**src/amtab_pkg.sv**
```systemverilog
// ----------------------------------------------------------------------------
// AM modulator package
// Shared widths, register indexes, control commands and the sine table.
// ----------------------------------------------------------------------------
package amtab_pkg;

  localparam int TABLE_SIZE = 100;
  localparam int IDX_W      = $clog2(TABLE_SIZE);
  localparam int PHASE_W    = 18;
  localparam int BIAS_W     = 16;
  localparam int SAMPLE_W   = 16;
  localparam int SINE_W     = 16;
  localparam int NUM_W      = PHASE_W + IDX_W;
  localparam int BIASED_W   = BIAS_W + 2;
  localparam int PROD_W     = BIASED_W + SINE_W;
  localparam int CFG_ADDR_W = 2;
  localparam int CFG_DATA_W = 18;

  localparam logic [CFG_ADDR_W-1:0] REG_CARRIER_FREQ = 2'd0;
  localparam logic [CFG_ADDR_W-1:0] REG_SAMPLE_RATE  = 2'd1;
  localparam logic [CFG_ADDR_W-1:0] REG_DC_BIAS      = 2'd2;

  localparam logic [PHASE_W-1:0] CARRIER_FREQ_RESET = 18'd6000;
  localparam logic [PHASE_W-1:0] SAMPLE_RATE_RESET  = 18'd48000;
  localparam logic [BIAS_W-1:0]  DC_BIAS_RESET      = 16'd32768;

  localparam logic [63:0] HALF_PI_Q30 = 64'd1686629713;
  localparam logic [63:0] Q30_ONE     = 64'd1073741824;

  typedef struct packed {
    logic load;
    logic numer;
    logic div_step;
    logic lookup;
    logic mult;
    logic emit;
  } amtab_cmd_t;

  typedef logic signed [SINE_W-1:0] sine_table_t [TABLE_SIZE];

  // Q1.15 sine of i/TABLE_SIZE of a turn, by a truncating Taylor series.
  function automatic logic signed [SINE_W-1:0] sine_entry(input logic [31:0] i);
    logic [63:0]        turn;
    logic [63:0]        r;
    logic [63:0]        x;
    logic [63:0]        x2;
    logic [63:0]        term;
    logic signed [63:0] s;
    logic [63:0]        mag;
    logic [1:0]         quad;
    turn = (64'(i) << 32) / TABLE_SIZE;
    quad = turn[31:30];
    r    = turn & (Q30_ONE - 64'd1);
    if (quad[0]) begin
      r = Q30_ONE - r;
    end
    x    = (r * HALF_PI_Q30) >> 30;
    x2   = (x * x) >> 30;
    s    = signed'(x);
    term = ((x * x2) >> 30) / 6;
    s    = s - signed'(term);
    term = ((term * x2) >> 30) / 20;
    s    = s + signed'(term);
    term = ((term * x2) >> 30) / 42;
    s    = s - signed'(term);
    term = ((term * x2) >> 30) / 72;
    s    = s + signed'(term);
    term = ((term * x2) >> 30) / 110;
    s    = s - signed'(term);
    term = ((term * x2) >> 30) / 156;
    s    = s + signed'(term);
    if (s < 0) begin
      s = 0;
    end
    mag = (unsigned'(s) + 64'd16384) >> 15;
    if (mag > 64'd32767) begin
      mag = 64'd32767;
    end
    return quad[1] ? -signed'(mag[SINE_W-1:0]) : signed'(mag[SINE_W-1:0]);
  endfunction

  function automatic sine_table_t build_sine_table();
    sine_table_t t;
    for (int i = 0; i < TABLE_SIZE; i++) begin
      t[i] = sine_entry(32'(i));
    end
    return t;
  endfunction

  localparam sine_table_t SINE_TABLE = build_sine_table();

endpackage

```
**src/amtab_ctrl.sv**
```systemverilog
// ----------------------------------------------------------------------------
// AM modulator controller
// Sequences one sample through phase, scaling, divide, lookup, multiply and output.
// ----------------------------------------------------------------------------
module amtab_ctrl (
  input  logic                 clk,
  input  logic                 rst,
  input  logic                 s_tvalid,
  output logic                 s_tready,
  output logic                 m_tvalid,
  input  logic                 m_tready,
  output amtab_pkg::amtab_cmd_t cmd
);
  import amtab_pkg::*;

  localparam int CNT_W = $clog2(IDX_W);

  typedef enum logic [2:0] {
    S_IDLE,
    S_NUMER,
    S_DIVIDE,
    S_LOOKUP,
    S_MULT,
    S_EMIT
  } state_t;

  state_t           state;
  logic [CNT_W-1:0] cnt;

  always_comb begin
    cmd          = '0;
    cmd.load     = s_tvalid && s_tready;
    cmd.numer    = (state == S_NUMER);
    cmd.div_step = (state == S_DIVIDE);
    cmd.lookup   = (state == S_LOOKUP);
    cmd.mult     = (state == S_MULT);
    cmd.emit     = (state == S_EMIT) && (!m_tvalid || m_tready);
  end

  always_ff @(posedge clk) begin
    if (rst) begin
      state    <= S_IDLE;
      cnt      <= '0;
      s_tready <= 1'b1;
      m_tvalid <= 1'b0;
    end else begin
      if (cmd.emit) begin
        m_tvalid <= 1'b1;
      end else if (m_tvalid && m_tready) begin
        m_tvalid <= 1'b0;
      end
      unique case (state)
        S_IDLE: begin
          if (cmd.load) begin
            s_tready <= 1'b0;
            state    <= S_NUMER;
          end
        end
        S_NUMER: begin
          cnt   <= CNT_W'(IDX_W - 1);
          state <= S_DIVIDE;
        end
        S_DIVIDE: begin
          cnt <= cnt - 1'b1;
          if (cnt == '0) begin
            state <= S_LOOKUP;
          end
        end
        S_LOOKUP: begin
          state <= S_MULT;
        end
        S_MULT: begin
          state <= S_EMIT;
        end
        S_EMIT: begin
          if (cmd.emit) begin
            s_tready <= 1'b1;
            state    <= S_IDLE;
          end
        end
        default: begin
          state <= S_IDLE;
        end
      endcase
    end
  end

endmodule

```
**src/amtab_datapath.sv**
```systemverilog
// ----------------------------------------------------------------------------
// AM modulator datapath
// Registers, phase accumulator, bit-serial index divider, sine lookup,
// multiplier and saturating output register.
// ----------------------------------------------------------------------------
module amtab_datapath (
  input  logic                                   clk,
  input  logic                                   rst,
  input  amtab_pkg::amtab_cmd_t                  cmd,
  input  logic signed [amtab_pkg::SAMPLE_W-1:0]  message_sample,
  output logic signed [amtab_pkg::SAMPLE_W-1:0]  am_sample,
  input  logic                                   cfg_wen,
  input  logic [amtab_pkg::CFG_ADDR_W-1:0]       cfg_addr,
  input  logic [amtab_pkg::CFG_DATA_W-1:0]       cfg_wdata
);
  import amtab_pkg::*;

  logic [PHASE_W-1:0]         carrier_freq;
  logic [PHASE_W-1:0]         sample_rate;
  logic [BIAS_W-1:0]          dc_bias;
  logic [PHASE_W-1:0]         phase_acc;

  logic signed [SAMPLE_W-1:0] msg;
  logic [NUM_W-1:0]           rem;
  logic [NUM_W-1:0]           dsh;
  logic [IDX_W-1:0]           quot;
  logic                       ovf;
  logic signed [SINE_W-1:0]   sine_val;
  logic signed [BIASED_W-1:0] biased;
  logic signed [PROD_W-1:0]   prod;

  logic [PHASE_W:0]           sum_raw;
  logic [PHASE_W:0]           sum_wrap;
  logic [PHASE_W-1:0]         phase_next;
  logic [NUM_W-1:0]           numer;
  logic                       ge;
  logic [IDX_W-1:0]           idx;
  logic signed [PROD_W-1:0]   prod_adj;
  logic signed [PROD_W-17:0]  shifted;
  logic signed [SAMPLE_W-1:0] sat;

  always_comb begin
    sum_raw    = {1'b0, phase_acc} + {1'b0, carrier_freq};
    sum_wrap   = (sum_raw >= {1'b0, sample_rate}) ? sum_raw - {1'b0, sample_rate} : sum_raw;
    phase_next = sum_wrap[PHASE_W-1:0];
  end

  assign numer = NUM_W'(phase_acc) * NUM_W'(TABLE_SIZE);
  assign ge    = (rem >= dsh);

  always_comb begin
    if (ovf || ((IDX_W + 1)'(quot) >= (IDX_W + 1)'(TABLE_SIZE))) begin
      idx = IDX_W'(TABLE_SIZE - 1);
    end else begin
      idx = quot;
    end
  end

  always_comb begin
    prod_adj = prod + (prod[PROD_W-1] ? PROD_W'(16'hFFFF) : PROD_W'(0));
    shifted  = prod_adj[PROD_W-1:16];
    if (shifted > (PROD_W-16)'(32767)) begin
      sat = 16'sh7FFF;
    end else if (shifted < -(PROD_W-16)'(32768)) begin
      sat = -16'sh8000;
    end else begin
      sat = shifted[SAMPLE_W-1:0];
    end
  end

  always_ff @(posedge clk) begin
    if (rst) begin
      carrier_freq <= CARRIER_FREQ_RESET;
      sample_rate  <= SAMPLE_RATE_RESET;
      dc_bias      <= DC_BIAS_RESET;
      phase_acc    <= '0;
    end else begin
      if (cfg_wen) begin
        unique case (cfg_addr)
          REG_CARRIER_FREQ: carrier_freq <= cfg_wdata[PHASE_W-1:0];
          REG_SAMPLE_RATE:  sample_rate  <= cfg_wdata[PHASE_W-1:0];
          REG_DC_BIAS:      dc_bias      <= cfg_wdata[BIAS_W-1:0];
          default: begin
          end
        endcase
      end
      if (cmd.load) begin
        phase_acc <= phase_next;
      end
    end
  end

  always_ff @(posedge clk) begin
    if (cmd.load) begin
      msg <= message_sample;
    end
    if (cmd.numer) begin
      rem  <= numer;
      dsh  <= NUM_W'(sample_rate) << (IDX_W - 1);
      ovf  <= (numer >= (NUM_W'(sample_rate) << IDX_W));
      quot <= '0;
    end
    if (cmd.div_step) begin
      if (ge) begin
        rem <= rem - dsh;
      end
      quot <= {quot[IDX_W-2:0], ge};
      dsh  <= dsh >> 1;
    end
    if (cmd.lookup) begin
      sine_val <= SINE_TABLE[idx];
      biased   <= signed'({2'b00, dc_bias}) + BIASED_W'(msg);
    end
    if (cmd.mult) begin
      prod <= PROD_W'(biased) * PROD_W'(sine_val);
    end
    if (cmd.emit) begin
      am_sample <= sat;
    end
  end

endmodule

```
**src/am_modulator_table_oscillator.sv**
```systemverilog
// ----------------------------------------------------------------------------
// AM modulator with table oscillator
// Multiplies each biased audio sample by a carrier taken from a sine table.
// ----------------------------------------------------------------------------
// Audio samples enter on the s_axis channel and modulated samples leave on
// the m_axis channel, one output beat for each input beat, in order. The
// cfg port writes the carrier frequency, the sample rate and the DC bias;
// it should only be used while no sample is in flight.
// A sample is processed in order: one phase update, one scaling step, one
// divider step per table index bit, then lookup, multiply and output. With
// the default table of 100 entries the index has IDX_W = 7 bits, and a new
// sample is taken only after the previous one reaches the output register.
// The bit-serial index divider is the longest part of this sequence.
// The finished sample waits in the output register while s_axis_tready is
// already high again; if the receiver still stalls when the next sample is
// done, that sample waits in the pipeline and no further input is taken.
// Reset clears the phase, restores the default registers and empties the
// output register.
// ----------------------------------------------------------------------------
module am_modulator_table_oscillator (
  input  logic                                  clk,
  input  logic                                  rst,
  input  logic                                  s_axis_tvalid,
  output logic                                  s_axis_tready,
  input  logic [amtab_pkg::SAMPLE_W-1:0]        s_axis_tdata,  // [15:0] message_sample
  output logic                                  m_axis_tvalid,
  input  logic                                  m_axis_tready,
  output logic [amtab_pkg::SAMPLE_W-1:0]        m_axis_tdata,  // [15:0] am_sample
  input  logic                                  cfg_wen,
  input  logic [amtab_pkg::CFG_ADDR_W-1:0]      cfg_addr,
  input  logic [amtab_pkg::CFG_DATA_W-1:0]      cfg_wdata
);
  import amtab_pkg::*;

  amtab_cmd_t                 cmd;
  logic signed [SAMPLE_W-1:0] am_sample;

  amtab_ctrl u_ctrl (
    .clk      (clk),
    .rst      (rst),
    .s_tvalid (s_axis_tvalid),
    .s_tready (s_axis_tready),
    .m_tvalid (m_axis_tvalid),
    .m_tready (m_axis_tready),
    .cmd      (cmd)
  );

  amtab_datapath u_datapath (
    .clk            (clk),
    .rst            (rst),
    .cmd            (cmd),
    .message_sample (signed'(s_axis_tdata)),
    .am_sample      (am_sample),
    .cfg_wen        (cfg_wen),
    .cfg_addr       (cfg_addr),
    .cfg_wdata      (cfg_wdata)
  );

  assign m_axis_tdata = unsigned'(am_sample);

endmodule
```
**config.mk**
```make
export PLATFORM = sky130hd
export DESIGN_NAME = am_modulator_table_oscillator
export DESIGN_NICKNAME = d
export VERILOG_FILES = /design/src/amtab_pkg.sv /design/src/amtab_ctrl.sv /design/src/amtab_datapath.sv /design/src/am_modulator_table_oscillator.sv
export SDC_FILE = /design/constraint.sdc
export NUM_CORES = 2
export LEC_CHECK = 0
export BUFFER_PORTS_ARGS = -buffer_cell sky130_fd_sc_hd__clkbuf_2
export CAP_MARGIN = 0
export CELL_PAD_IN_SITES_DETAIL_PLACEMENT = 1
export CELL_PAD_IN_SITES_GLOBAL_PLACEMENT = 1
export CORE_ASPECT_RATIO = 1.2
export CORE_MARGIN = 2
export CORE_UTILIZATION = 45
export DETAILED_ROUTE_END_ITERATION = 16
export GPL_TIMING_DRIVEN = 0
export PLACE_DENSITY = 0.74
export SYNTH_ARGS = -nofsm -noshare
export SYNTH_HDL_FRONTEND = slang
export SYNTH_HIERARCHICAL = 1
export SYNTH_SLANG_ARGS = --single-unit
```
**constraint.sdc**
```tcl
create_clock -name clk -period 6.7 [get_ports clk]
set_input_delay 1.34 -clock clk [delete_from_list [all_inputs] [get_ports clk]]
set_output_delay 1.34 -clock clk [all_outputs]
set_load 0.02 [all_outputs]
```
==> results.sh <==
export IMPL_run_status="complete, no violations"
export IMPL_fin_skew_ns=0.0266
export IMPL_drtIter0Drc=1185
export IMPL_drive_gt1_frac=0.100
export IMPL_routed_wl_met3_um=5300
export IMPL_setup_violations=0
export IMPL_yosys_most_used_dff="edfxtp_1"
export IMPL_cp_common_cell="fa_1"
export IMPL_hpwlAfterDp_um=74300
export IMPL_drv_cap=0
export IMPL_crit_chain="buf_4 -> buf_6 -> and2_1 -> fa_1 -> inv_1 -> fa_1 -> fa_1 -> inv_1 -> fa_2 -> fa_1 -> inv_1 -> fa_1 -> inv_1 -> ha_4 -> a21o_1 -> a21oi_1 -> nor2b_1 -> a311oi_4 -> o31ai_4 -> o41ai_2 -> o2111ai_1 -> a21oi_2 -> xnor2_2"
export IMPL_r2r_slack_ns=0.06
export IMPL_synth_avg_cell_area_um2=8.90
export IMPL_cts_buffer_depth=3
export IMPL_syn_area_um2=27700
export IMPL_synth_top_cell_area_share=0.222
export IMPL_fin_ws_ns=0.0579
export IMPL_ys_types=83
export IMPL_synth_edf_count=132
export IMPL_cts_max_level=1
export IMPL_worstPathMaxFanout=8
export IMPL_start_util=0.456
export IMPL_clk_pin_slew_ns=0.08
export IMPL_die_h_um=276
export IMPL_routabilityCongestion=0.951
export IMPL_port_buffers=57
export IMPL_synth_largest_area_cell="fa_1"
export IMPL_maxSlewViolCount=0
export IMPL_ys_seq_area_frac=0.217
export IMPL_dr_pass1_iters=7
export IMPL_timing_rr_start="u_datapath/sine_val[5]"
export IMPL_insertion_delay_ns=0.61
export IMPL_wl_met1_um=37700
export IMPL_syn_nets=3734
export IMPL_netlist_instances=3116
export IMPL_start_kind="register"
export IMPL_routed_via_density=5.72
export IMPL_ys_ff_latch=235
export IMPL_core_um2=60800
export IMPL_clockRootBuffer="clkbuf_16"
export IMPL_cp_required_ns=7.04
export IMPL_yosysWarnings=6
export IMPL_routed_wirelength_um=94600
export IMPL_worstSetupPathType="register to register"
export IMPL_crit_end="u_datapath/prod[32]"
export IMPL_ctsHoldBuffers=0
export IMPL_pin_count=59
export IMPL_rsz0062_at_grt="yes"
export IMPL_cp_slowest_stage_delay_ns=0.58
export IMPL_timing_rr_end="u_datapath/prod[32]"
export IMPL_hp_class="register to register"
export IMPL_syn_to_final_growth_pct=12.0
export IMPL_clock_sinks=235
export IMPL_drt_antenna_violating_nets=0
export IMPL_grt_overflow_total=0
export IMPL_min_period_ns=6.64
export IMPL_grt_use_total=0.298
export IMPL_nNetsFinal=3884
export IMPL_cp_arrival_ns=6.98
export IMPL_antenna_found_initial=5
export IMPL_top_layer="met5"
export IMPL_route_met2_wl_um=47100
export IMPL_diodes=0
export IMPL_grt_pass1_vias=25700
export IMPL_synthArstFlopShare=0
export IMPL_wl_per_cell_um=23.1
export IMPL_drcViolationCount=0
export IMPL_place_ws_ns=-1.34
export IMPL_cp_end_kind="register"
export IMPL_hold_viol=0
export IMPL_grt_first_pass_wirelength_um=146000
export IMPL_tightest_slew_ns=1.27
export IMPL_post_route_period_util=0.991
export IMPL_die_w_um=231
export IMPL_fin_util=0.511
export IMPL_rr_worst_depth=23
export IMPL_synthTopCellsByArea="fa_1, edfxtp_1, ha_1"
export IMPL_synth_most_common_cell="inv_1"
export IMPL_grt_max_degree=35
export IMPL_startpoint="u_datapath/sine_val[5]"
export IMPL_relSlewSlack=0.151
export IMPL_fmax_mhz=151
export IMPL_synth_common_cells="inv_1, nand2_1, fa_1"
export IMPL_floorplan_die_area_um2=63600
export IMPL_cp_slowest_cell="fa_2"
export IMPL_num_rows=99
export IMPL_num_vias=23400
export IMPL_cts_tree="done"
export IMPL_cts_buffers=29
-- logic make-up after synthesis --
| group | count (synthesis) | share of synthesized area |
|---|---|---|
| XOR/XNOR | 135 | 0.0426 |
| multiplexers | 26 | 0.00943 |
| AND/OR/NAND/NOR | 909 | 0.155 |
| AO/OA/AOI/OAI | 630 | 0.149 |
| flip-flops | 235 | 0.217 |
| buffers and inverters | 604 | 0.0834 |
| adder cells (fa/ha/maj) | 577 | 0.343 |
-- worst min-delay path by stage --
stage                                           from                         end  cells past startpoint
after floorplan           u_datapath/sample_rate[10]  u_datapath/sample_rate[10]                      2
after global placement    u_datapath/sample_rate[14]  u_datapath/sample_rate[14]                      2
after detailed placement   u_datapath/sample_rate[5]   u_datapath/sample_rate[5]                      2
after CTS                  u_datapath/sample_rate[5]   u_datapath/sample_rate[5]                      2
after global routing          u_datapath/dc_bias[11]      u_datapath/dc_bias[11]                      2
final                      u_datapath/sample_rate[5]   u_datapath/sample_rate[5]                      2
-- registers in the layout, indices dropped and copies added (netlist names) --
register,count
u_ctrl/cnt,3
u_datapath/ovf,1
u_datapath/sample_rate,18
u_ctrl/state,3
u_datapath/msg,16
u_datapath/prod,34
u_datapath/quot,7
u_datapath/am_sample,16
u_datapath/rem,25
u_datapath/dsh,24
u_datapath/biased,18
u_datapath/sine_val,16
u_datapath/dc_bias,16
u_ctrl/s_tready,1
u_datapath/phase_acc,18
u_ctrl/m_tvalid,1
u_datapath/carrier_freq,18
-- timing repair --
item | 4_1_cts | 5_1_grt
setup endpoints to repair | 14 | 7
buffers inserted | 44 | 26
resized for setup | 85 | 64
pin swaps | 15 | 37
-- metal layers --
metal | track usage | vias up
met5 | 0 | -
met4 | 0.124 | 8
met3 | 0.0389 | 214
met2 | 0.537 | 692
met1 | 0.360 | 11900
li1 | - | 10700
-- cell usage in the layout (no fill, tap or decap), types with 68 or more instances in the layout --
cell	instances
nor2_1	171
dfxtp_1	103
inv_1	459
nand2_1	356
fa_1	293
buf_4	68
ha_1	259
edfxtp_1	132
a21oi_1	183
and2_1	158
xnor2_1	97
o21ai_0	140
clkbuf_1	80
-- critical path, delay by kind of cell (launching register included) --
kind                       cells  cell delay, ns
adders and majority gates      7            3.11
AOI/OAI and AO/OA              7            1.65
buffers and inverters          6            0.64
DFF                            1            0.52
and+or+nand+nor                2            0.29
xor gates and xnor gates       1            0.14
-- stage by stage --
step	hold WS, ns	instance area (µm²)	std cells	TNS (ns)
3_5_place_dp	0.448	29100	3983	-8.16
3_3_place_gp	0.446	29000	3981	-6.42
4_1_cts	0.456	30700	4075	-0.0160
2_1_floorplan	0.436	27700	3116	0
6_report	0.455	31100	4097	0
5_1_grt	0.479	31100	4097	-0.517
-- cell type report --
| type | instances | area [µm²] |
|---|---|---|
| plain buffers | 129 | 654 |
| flip-flops and latches | 235 | 6030 |
| inverters | 467 | 1760 |
| multi-input cells | 2277 | 19700 |
| clock inverters | 18 | 204 |
| clock buffers | 36 | 817 |
| fillers | 7055 | 29800 |
| well taps | 808 | 1010 |
| repair buffers | 127 | 860 |
Power is left out: the tool's default activity adds up to more than one toggle a clock period on the data nets, which glitch-free logic cannot reach.
